### config.mk
export PLATFORM = sky130hd
export DESIGN_NAME = dual_motor_ramp_with_watchdog
export DESIGN_NICKNAME = d
export VERILOG_FILES = /design/src/rtl/dmrw_pkg.sv /design/src/rtl/dual_motor_ramp_with_watchdog.sv /design/src/rtl/dmrw_ramp_lane.sv
export SDC_FILE = /design/constraint.sdc
export NUM_CORES = 1
export LEC_CHECK = 0
export BUFFER_PORTS_ARGS = -buffer_cell sky130_fd_sc_hd__buf_4
export CAP_MARGIN = 20
export CELL_PAD_IN_SITES_DETAIL_PLACEMENT = 0
export CELL_PAD_IN_SITES_GLOBAL_PLACEMENT = 1
export CORE_ASPECT_RATIO = 0.9
export CORE_MARGIN = 2
export CORE_UTILIZATION = 50
export DETAILED_ROUTE_END_ITERATION = 8
export PLACE_DENSITY_LB_ADDON = 0.1
export REMOVE_ABC_BUFFERS = 1
export SLEW_MARGIN = 20
export SYNTH_ARGS = -nofsm -noshare
export SYNTH_HDL_FRONTEND = slang
export SYNTH_SLANG_ARGS = --single-unit
### constraint.sdc
create_clock -name clk -period 10 [get_ports clk]
set_clock_uncertainty 0.15 [all_clocks]
set_input_delay 1 -clock clk [delete_from_list [all_inputs] [get_ports clk]]
set_output_delay 1 -clock clk [all_outputs]
set_load 0.005 [all_outputs]
### src/rtl/dmrw_pkg.sv
`timescale 1ns / 1ps
`default_nettype none

package dmrw_pkg;

    // Field and register widths
    localparam int SPEED_W      = 9;
    localparam int TARGET_W     = 16;
    localparam int CMD_W        = 2;
    localparam int TIMEOUT_W    = 16;
    localparam int PERIOD_W     = 8;
    localparam int STEP_W       = 9;
    localparam int SINCE_CMD_W  = 17;
    localparam int SINCE_RAMP_W = 9;
    localparam int CFG_INDEX_W  = 2;
    localparam int CFG_DATA_W   = 16;

    // Stream packing
    localparam int S_TDATA_W = 2 * TARGET_W;
    localparam int M_TDATA_W = 24;
    localparam int M_TUSER_W = 3;

    // Speed limit applied to set-speed targets
    localparam int SPEED_MAX = 255;
    localparam logic signed [TARGET_W-1:0] SPEED_MAX_TGT = TARGET_W'(SPEED_MAX);
    localparam logic signed [TARGET_W-1:0] SPEED_MIN_TGT = TARGET_W'(-SPEED_MAX);
    localparam logic signed [SPEED_W-1:0]  SPEED_MAX_DRV = SPEED_W'(SPEED_MAX);
    localparam logic signed [SPEED_W-1:0]  SPEED_MIN_DRV = SPEED_W'(-SPEED_MAX);

    // Register reset values
    localparam logic [TIMEOUT_W-1:0] TIMEOUT_RESET = TIMEOUT_W'(1000);
    localparam logic [PERIOD_W-1:0]  PERIOD_RESET  = PERIOD_W'(5);
    localparam logic [STEP_W-1:0]    STEP_RESET    = STEP_W'(10);

    typedef enum logic [CMD_W-1:0] {
        CMD_TICK = 2'd0,
        CMD_SET  = 2'd1,
        CMD_STOP = 2'd2
    } cmd_t;

    typedef enum logic [CFG_INDEX_W-1:0] {
        REG_TIMEOUT = 2'd0,
        REG_PERIOD  = 2'd1,
        REG_STEP    = 2'd2
    } reg_index_t;

    // One ramp lane's outcome
    typedef struct packed {
        logic signed [SPEED_W-1:0] speed;
        logic                      updated;
    } lane_result_t;

    // Limit a requested speed to the allowed range
    function automatic logic signed [SPEED_W-1:0] clamp_speed(
        input logic signed [TARGET_W-1:0] v
    );
        logic signed [SPEED_W-1:0] r;
        if (v > SPEED_MAX_TGT)
        begin
            r = SPEED_MAX_DRV;
        end
        else if (v < SPEED_MIN_TGT)
        begin
            r = SPEED_MIN_DRV;
        end
        else
        begin
            r = v[SPEED_W-1:0];
        end
        return r;
    endfunction

endpackage

`default_nettype wire

### src/rtl/dual_motor_ramp_with_watchdog.sv
// A request accepted from the input stream passes the input register, then the
// result register, before its result is offered.
// Throughput: one request per cycle unless the result stream stalls; the state
// update is a single pass of add, compare and clamp between the input and result registers.
// Reset (rst_n low, asynchronous): speeds, goals and counters clear to zero,
// registers return to timeout 1000, period 5, step 10, both channels empty.
`timescale 1ns / 1ps
`default_nettype none

module dual_motor_ramp_with_watchdog (
    input  wire logic                                clk,
    input  wire logic                                rst_n,
    // Input stream
    input  wire logic                                s_tvalid,
    output      logic                                s_tready,
    input  wire logic [dmrw_pkg::S_TDATA_W-1:0]      s_tdata,  // left_target, right_target
    input  wire logic [dmrw_pkg::CMD_W-1:0]          s_tuser,  // command
    // Result stream
    output      logic                                m_tvalid,
    input  wire logic                                m_tready,
    output      logic [dmrw_pkg::M_TDATA_W-1:0]      m_tdata,  // left_drive, right_drive, zeros
    output      logic [dmrw_pkg::M_TUSER_W-1:0]      m_tuser,  // left_updated, right_updated, stopped
    // Configuration writes
    input  wire logic                                cfg_valid,
    output      logic                                cfg_ready,
    input  wire logic [dmrw_pkg::CFG_INDEX_W-1:0]    cfg_index,
    input  wire logic [dmrw_pkg::CFG_DATA_W-1:0]     cfg_data
);

    localparam int SW = dmrw_pkg::SPEED_W;
    localparam int TW = dmrw_pkg::TARGET_W;

    // Configuration registers
    logic [dmrw_pkg::TIMEOUT_W-1:0] timeout_reg;
    logic [dmrw_pkg::PERIOD_W-1:0]  period_reg;
    logic [dmrw_pkg::STEP_W-1:0]    step_reg;

    // Input register
    logic                           in_valid_reg;
    dmrw_pkg::cmd_t                 in_cmd_reg;
    logic signed [TW-1:0]           in_left_reg;
    logic signed [TW-1:0]           in_right_reg;

    // Control state
    logic signed [SW-1:0]                 cur_left_reg,  cur_left_next;
    logic signed [SW-1:0]                 cur_right_reg, cur_right_next;
    logic signed [SW-1:0]                 goal_left_reg, goal_left_next;
    logic signed [SW-1:0]                 goal_right_reg, goal_right_next;
    logic [dmrw_pkg::SINCE_CMD_W-1:0]     since_cmd_reg, since_cmd_next;
    logic [dmrw_pkg::SINCE_RAMP_W-1:0]    since_ramp_reg, since_ramp_next;

    // Result register
    logic                           out_valid_reg;
    logic signed [SW-1:0]           out_left_reg;
    logic signed [SW-1:0]           out_right_reg;
    logic                           out_lu_reg, out_lu_next;
    logic                           out_ru_reg, out_ru_next;
    logic                           out_stop_reg, out_stop_next;

    logic                           fire;
    logic [dmrw_pkg::SINCE_CMD_W-1:0]  since_cmd_inc;
    logic [dmrw_pkg::SINCE_RAMP_W-1:0] since_ramp_inc;
    dmrw_pkg::lane_result_t         left_lane;
    dmrw_pkg::lane_result_t         right_lane;

    // Handshakes: process when the result register is free or being drained
    assign fire      = in_valid_reg && (!out_valid_reg || m_tready);
    assign s_tready  = !in_valid_reg || fire;
    assign cfg_ready = 1'b1;

    // Configuration writes; unknown indexes are dropped
    always_ff @(posedge clk or negedge rst_n)
    begin
        if (!rst_n)
        begin
            timeout_reg <= dmrw_pkg::TIMEOUT_RESET;
            period_reg  <= dmrw_pkg::PERIOD_RESET;
            step_reg    <= dmrw_pkg::STEP_RESET;
        end
        else if (cfg_valid && cfg_ready)
        begin
            case (dmrw_pkg::reg_index_t'(cfg_index))
                dmrw_pkg::REG_TIMEOUT: timeout_reg <= cfg_data[dmrw_pkg::TIMEOUT_W-1:0];
                dmrw_pkg::REG_PERIOD:  period_reg  <= cfg_data[dmrw_pkg::PERIOD_W-1:0];
                dmrw_pkg::REG_STEP:    step_reg    <= cfg_data[dmrw_pkg::STEP_W-1:0];
                default: ;
            endcase
        end
    end

    // Input register
    always_ff @(posedge clk or negedge rst_n)
    begin
        if (!rst_n)
        begin
            in_valid_reg <= 1'b0;
        end
        else if (s_tready)
        begin
            in_valid_reg <= s_tvalid;
        end
    end

    always_ff @(posedge clk)
    begin
        if (s_tready && s_tvalid)
        begin
            in_cmd_reg   <= dmrw_pkg::cmd_t'(s_tuser);
            in_left_reg  <= $signed(s_tdata[TW-1:0]);
            in_right_reg <= $signed(s_tdata[2*TW-1:TW]);
        end
    end

    // Ramp lanes
    dmrw_ramp_lane u_lane_left (
        .cur    (cur_left_reg),
        .goal   (goal_left_reg),
        .step   (step_reg),
        .result (left_lane)
    );

    dmrw_ramp_lane u_lane_right (
        .cur    (cur_right_reg),
        .goal   (goal_right_reg),
        .step   (step_reg),
        .result (right_lane)
    );

    // Saturating counters
    assign since_cmd_inc  = (&since_cmd_reg) ? since_cmd_reg : since_cmd_reg + 1'b1;
    assign since_ramp_inc = (&since_ramp_reg) ? since_ramp_reg : since_ramp_reg + 1'b1;

    // Per-request state update
    always_comb
    begin
        cur_left_next   = cur_left_reg;
        cur_right_next  = cur_right_reg;
        goal_left_next  = goal_left_reg;
        goal_right_next = goal_right_reg;
        since_cmd_next  = since_cmd_reg;
        since_ramp_next = since_ramp_reg;
        out_lu_next     = 1'b0;
        out_ru_next     = 1'b0;
        out_stop_next   = 1'b0;
        case (in_cmd_reg)
            dmrw_pkg::CMD_TICK:
            begin
                since_ramp_next = since_ramp_inc;
                if (since_cmd_inc > dmrw_pkg::SINCE_CMD_W'(timeout_reg))
                begin
                    // watchdog expired
                    cur_left_next   = '0;
                    cur_right_next  = '0;
                    goal_left_next  = '0;
                    goal_right_next = '0;
                    since_cmd_next  = '0;
                    out_stop_next   = 1'b1;
                end
                else
                begin
                    since_cmd_next = since_cmd_inc;
                    if (since_ramp_inc > dmrw_pkg::SINCE_RAMP_W'(period_reg))
                    begin
                        since_ramp_next = '0;
                        cur_left_next   = left_lane.speed;
                        cur_right_next  = right_lane.speed;
                        out_lu_next     = left_lane.updated;
                        out_ru_next     = right_lane.updated;
                    end
                end
            end
            dmrw_pkg::CMD_SET:
            begin
                goal_left_next  = dmrw_pkg::clamp_speed(in_left_reg);
                goal_right_next = dmrw_pkg::clamp_speed(in_right_reg);
                since_cmd_next  = '0;
            end
            dmrw_pkg::CMD_STOP:
            begin
                cur_left_next   = '0;
                cur_right_next  = '0;
                goal_left_next  = '0;
                goal_right_next = '0;
                since_cmd_next  = '0;
                out_stop_next   = 1'b1;
            end
            default: ;
        endcase
    end

    // State registers
    always_ff @(posedge clk or negedge rst_n)
    begin
        if (!rst_n)
        begin
            cur_left_reg   <= '0;
            cur_right_reg  <= '0;
            goal_left_reg  <= '0;
            goal_right_reg <= '0;
            since_cmd_reg  <= '0;
            since_ramp_reg <= '0;
        end
        else if (fire)
        begin
            cur_left_reg   <= cur_left_next;
            cur_right_reg  <= cur_right_next;
            goal_left_reg  <= goal_left_next;
            goal_right_reg <= goal_right_next;
            since_cmd_reg  <= since_cmd_next;
            since_ramp_reg <= since_ramp_next;
        end
    end

    // Result register
    always_ff @(posedge clk or negedge rst_n)
    begin
        if (!rst_n)
        begin
            out_valid_reg <= 1'b0;
        end
        else if (fire)
        begin
            out_valid_reg <= 1'b1;
        end
        else if (m_tready)
        begin
            out_valid_reg <= 1'b0;
        end
    end

    always_ff @(posedge clk)
    begin
        if (fire)
        begin
            out_left_reg  <= cur_left_next;
            out_right_reg <= cur_right_next;
            out_lu_reg    <= out_lu_next;
            out_ru_reg    <= out_ru_next;
            out_stop_reg  <= out_stop_next;
        end
    end

    assign m_tvalid = out_valid_reg;
    assign m_tdata  = {(dmrw_pkg::M_TDATA_W - 2 * SW)'(0), out_right_reg, out_left_reg};
    assign m_tuser  = {out_stop_reg, out_ru_reg, out_lu_reg};

    // Checks
    a_stop_zeroes: assert property (@(posedge clk) disable iff (!rst_n)
        (m_tvalid && m_tuser[2]) |-> (m_tdata[2*SW-1:0] == '0))
        else $error("stop result with nonzero drive");

    a_stop_no_ramp: assert property (@(posedge clk) disable iff (!rst_n)
        m_tvalid |-> !(m_tuser[2] && (m_tuser[0] || m_tuser[1])))
        else $error("stop and ramp update in one result");

    a_speed_range: assert property (@(posedge clk) disable iff (!rst_n)
        (cur_left_reg >= dmrw_pkg::SPEED_MIN_DRV) && (cur_left_reg <= dmrw_pkg::SPEED_MAX_DRV)
        && (cur_right_reg >= dmrw_pkg::SPEED_MIN_DRV)
        && (cur_right_reg <= dmrw_pkg::SPEED_MAX_DRV))
        else $error("current speed out of range");

    a_fire_gives_result: assert property (@(posedge clk) disable iff (!rst_n)
        fire |=> m_tvalid)
        else $error("processed request lost");

endmodule

`default_nettype wire

### src/rtl/dmrw_ramp_lane.sv
`timescale 1ns / 1ps
`default_nettype none

module dmrw_ramp_lane (
    input  wire logic signed [dmrw_pkg::SPEED_W-1:0] cur,
    input  wire logic signed [dmrw_pkg::SPEED_W-1:0] goal,
    input  wire logic        [dmrw_pkg::STEP_W-1:0]  step,
    output dmrw_pkg::lane_result_t                   result
);

    // Two extra bits hold cur +/- step without overflow
    localparam int EXT_W = dmrw_pkg::SPEED_W + 2;

    logic signed [EXT_W-1:0] cur_ext;
    logic signed [EXT_W-1:0] goal_ext;
    logic signed [EXT_W-1:0] step_ext;
    logic signed [EXT_W-1:0] down;
    logic signed [EXT_W-1:0] up;

    assign cur_ext  = EXT_W'(cur);
    assign goal_ext = EXT_W'(goal);
    assign step_ext = $signed(EXT_W'(step));
    assign down     = cur_ext - step_ext;
    assign up       = cur_ext + step_ext;

    // Move toward goal by at most step, never past it
    always_comb
    begin
        result.speed   = cur;
        result.updated = 1'b0;
        if (goal_ext < cur_ext)
        begin
            result.updated = 1'b1;
            result.speed   = (down > goal_ext) ? down[dmrw_pkg::SPEED_W-1:0] : goal;
        end
        else if (goal_ext > cur_ext)
        begin
            result.updated = 1'b1;
            result.speed   = (up < goal_ext) ? up[dmrw_pkg::SPEED_W-1:0] : goal;
        end
    end

endmodule

`default_nettype wire
==> load_flow_metrics.sql <==
INSERT INTO impl_metrics (metric_group, metric, value, unit) VALUES
('sta', 'rsz_0062_raised_after_global_routing', 'no', ''),
('layout', 'diodes', '0', ''),
('global_routing', 'first_global_vias', '7981', ''),
('critical_path', 'critical_path_top_delay_cell', 'sky130_fd_sc_hd__a211oi_2', ''),
('detailed_routing', 'postRouteWirelength', '27440', 'µm'),
('yosys', 'synth_flop_cell', 'sky130_fd_sc_hd__dfrtp_1', ''),
('layout', 'synthToLayoutAreaGrowth', '12.87', '%'),
('critical_path', 'critical_path.top_delay_family', 'compound AO/OA/AOI/OAI gates', ''),
('critical_path', 'slowest_delay', '0.83', 'ns'),
('critical_path', 'critPathRequiredTime', '10.11', 'ns'),
('min_path', 'min_delay_worst_endpoint', 'm_tvalid', ''),
('critical_path', 'timing.rr.start', 'since_cmd_reg[0]', ''),
('sta', 'maxSlewViolCount', '0', ''),
('detailed_routing', 'avgViaCountPerCell', '5.667', ''),
('min_path', 'min-delay-path-class', 'register to register', ''),
('global_routing', 'grt_first_pass_wirelength', '44220', 'µm'),
('detailed_routing', 'avgRoutedWirePerCell', '18.27', 'µm'),
('critical_path', 'path_class', 'register to register', ''),
('clocking', 'cts.sinks', '152', ''),
('layout', 'largest_register_ff_count', '17', ''),
('flow_run', 'cap_violations', '0', ''),
('critical_path', 'worstSetupStartpointType', 'register', ''),
('die', 'floorplan.io_pins', '87', ''),
('global_routing', 'maximum_number_of_pins_on_one_net_before_global_route_repair', '51', ''),
('min_path', 'hold_path_startpoint', 'in_valid_reg', ''),
('global_routing', 'gr-usage-all-layers', '24.54', '%'),
('yosys', 'synth-edff-count', '55', ''),
('critical_path', 'critical_path_buffers_and_inverters', '1', ''),
('placement', 'gpl.final_weighted_congestion', '0.8809', ''),
('global_routing', 'global_route_total_overflow', '0', ''),
('pwr', 'p_per_area', '203.8', 'nW/µm²'),
('yosys', 'synthesis.instances', '1134', ''),
('placement', 'total_placed_cells_including_tap_cells', '1470', ''),
('clocking', 'tritoncts', 'yes', ''),
('yosys', 'netlist_area', '10860', 'µm²'),
('pwr', 'ir_worst_vdd', '0.0001276', 'V'),
('sta', 'timing.setup.tns', '0', 'ns'),
('die', 'die_height', '143.8', 'µm'),
('critical_path', 'reg2reg_depth', '17', ''),
('yosys', 'top_cells_by_instance_count_after_synthesis', '129 x sky130_fd_sc_hd__ha_1, 105 x sky130_fd_sc_hd__nand2_1, 101 x sky130_fd_sc_hd__inv_1', ''),
('clocking', 'clock_tree.root_cell', 'sky130_fd_sc_hd__clkbuf_16', ''),
('layout', 'layout-drive-gt1-share', '14.70', '%'),
('clocking', 'cts_htree_levels', '4', ''),
('layout', 'multi_input_comb_area', '6168', 'µm²'),
('layout', 'seqCellArea', '4091', 'µm²'),
('yosys', 'total_of_warnings_raised_by_yosys', '0', ''),
('sta', 'timing.final.setup_violations', '0', ''),
('clocking', 'post_cts_resized', '0', ''),
('die', 'dieWidth', '159.3', 'µm'),
('clocking', 'cts.reportedPaths.clkPinSlew', '0.08', 'ns'),
('placement', 'buffer_ports.inserted', '79', ''),
('die', 'floorplan.initialDensity', '50.50', '%'),
('detailed_routing', 'detail-route-antenna-nets', '0', ''),
('critical_path', 'r2r_end', 'out_right_reg[3]', ''),
('sta', 'period_utilization', '55.88', '%'),
('layout', 'finalNonFillerCells', '1502', ''),
('yosys', 'synth_cell_types', '77', ''),
('pwr', 'leakage', '5.434', 'nW'),
('run_status', 'run_status', 'finished, final reports clean', ''),
('global_routing', 'antenna_found_initial', '0', ''),
('clocking', 'clk-insertion-delay-late', '0.44', 'ns'),
('critical_path', 'cp_cell_sequence', 'ha_1 > nand4_1 > nor2_1 > a31o_2 > nor2_2 > and2_0 > nand3_1 > xnor2_1 > ha_1 > and3_1 > a211oi_1 > nor3_1 > a211oi_2 > and2_1 > a21o_1 > inv_2 > o21ai_0', ''),
('detailed_routing', 'drt_drc_violations_left', '0', ''),
('detailed_routing', 'drtIter0Drc', '617', ''),
('die', 'floorplan.core_area', '21500', 'µm²'),
('yosys', 'async_reset_ff_share', '63.82', '%'),
('die', 'std_cell_rows', '51', ''),
('clocking', 'cts_buffer_depth', '2', ''),
('yosys', 'seq_total_area_yosys', '37.68', '%'),
('sta', 'hold_violation_count_in_the_final_report', '0', ''),
('clocking', 'cts_hold_buffers', '0', '');
cell type report:
class	instances	area share [%]
Timing Repair Buffer	84	5.145
Inverter	102	3.124
Multi-Input combinational cell	841	50.33
Tap cell	291	2.971
Sequential cell	152	33.38
Clock inverter	15	1.582
Clock buffer	17	3.471
metrics by stage:
| stage | setup slack (ns) | power, mW | area (µm²) | hold WS [ns] | utilization (%) |
|---|---|---|---|---|---|
| 6_report | 4.412 | 2.498 | 12260 | 0.3451 | 57.00 |
| 4_1_cts | 4.558 | 2.498 | 12250 | 0.3508 | 56.94 |
| 3_3_place_gp | 4.657 | 1.823 | 11630 | 0.3246 | 54.06 |
| 3_5_place_dp | 4.597 | 1.832 | 11630 | 0.3278 | 54.06 |
| 5_1_grt | 4.067 | 2.664 | 12260 | 0.3813 | 57.00 |
| 2_1_floorplan | 4.725 | 1.524 | 10620 | 0.3069 | - |
routing by layer:
layer / global-route usage (%) / part of all wire [%]
met1: 38.42 / 53
met3: 3.579 / 4.5
met2: 36.02 / 42
met4: 4.498 / 0.70
met5: 0 / 0
cells in the final DEF, fill, tap and decap left out, types with 6 or more instances in the layout:
cell type                     n
sky130_fd_sc_hd__o21ai_1      8
sky130_fd_sc_hd__dfrtp_1     87
sky130_fd_sc_hd__edfxtp_1    55
sky130_fd_sc_hd__nand2_1    104
sky130_fd_sc_hd__conb_1       7
sky130_fd_sc_hd__nor2b_1     11
sky130_fd_sc_hd__and3_1      11
sky130_fd_sc_hd__nand3b_1     7
sky130_fd_sc_hd__and2_1      11
sky130_fd_sc_hd__o21ai_0     66
sky130_fd_sc_hd__a22o_1       8
sky130_fd_sc_hd__and4_1       7
sky130_fd_sc_hd__xnor2_1     36
sky130_fd_sc_hd__nand3_1     23
sky130_fd_sc_hd__dfstp_2     10
sky130_fd_sc_hd__nor3_1      16
sky130_fd_sc_hd__mux2i_1     16
sky130_fd_sc_hd__o21a_1      10
sky130_fd_sc_hd__xor2_1      14
sky130_fd_sc_hd__ha_1       129
sky130_fd_sc_hd__o31ai_1     28
sky130_fd_sc_hd__mux2_2      21
sky130_fd_sc_hd__a32o_1       6
sky130_fd_sc_hd__nor2_1      68
sky130_fd_sc_hd__buf_4       84
sky130_fd_sc_hd__nand2b_1    15
sky130_fd_sc_hd__a21o_1      16
sky130_fd_sc_hd__a211oi_1    12
sky130_fd_sc_hd__o21bai_1     7
sky130_fd_sc_hd__a31oi_1      7
sky130_fd_sc_hd__o211ai_1    14
sky130_fd_sc_hd__inv_1      101
sky130_fd_sc_hd__clkbuf_16   17
sky130_fd_sc_hd__nand4_1     16
sky130_fd_sc_hd__nor4_1       7
sky130_fd_sc_hd__a21oi_1     66
logic make-up (layout without fill, tap and decap cells):
kind of cell,count (synthesis),after routing,synth area share (%)
other,2,7,0.06916
buffers and inverters,146,218,5.888
XOR/XNOR,50,50,4.033
adder cells (fa/ha/maj),133,133,15.60
AO/OA/AOI/OAI,302,302,19.00
multiplexers,37,37,3.652
flip-flops,152,152,37.68
AND/OR/NAND/NOR,312,312,14.08
worst register-to-register path, delay by kind of cell, from the launching register on:
| family | cells | cell delay [ns] |
|---|---|---|
| buf+inv | 1 | 0.19 |
| fa+ha+maj | 2 | 0.56 |
| flops | 1 | 0.42 |
| compound gates | 5 | 2.08 |
| simple gates | 8 | 1.87 |
| xor+xnor | 1 | 0.16 |
worst max-delay path by stage:
stage | start | end | slack [ns] | cells after the start
6_report | since_cmd_reg[0] | out_right_reg[3] | 4.41 | 17
5_1_grt | since_cmd_reg[0] | out_right_reg[0] | 4.07 | 17
4_1_cts | since_cmd_reg[0] | out_right_reg[3] | 4.56 | 17
3_5_place_dp | since_cmd_reg[0] | out_right_reg[3] | 4.60 | 17
3_3_place_gp | since_cmd_reg[5] | out_right_reg[3] | 4.66 | 16
2_1_floorplan | step_reg[1] | out_right_reg[8] | 4.73 | 18
report_power, final:
part / internal (mW) / switching [mW] / total (mW)
Combinational: 0.416 / 0.637 / 1.05
Clock: 0.342 / 0.315 / 0.657
Sequential: 0.720 / 0.0681 / 0.788
Total: 1.48 / 1.02 / 2.50
Power figures use the tool's default switching activity.
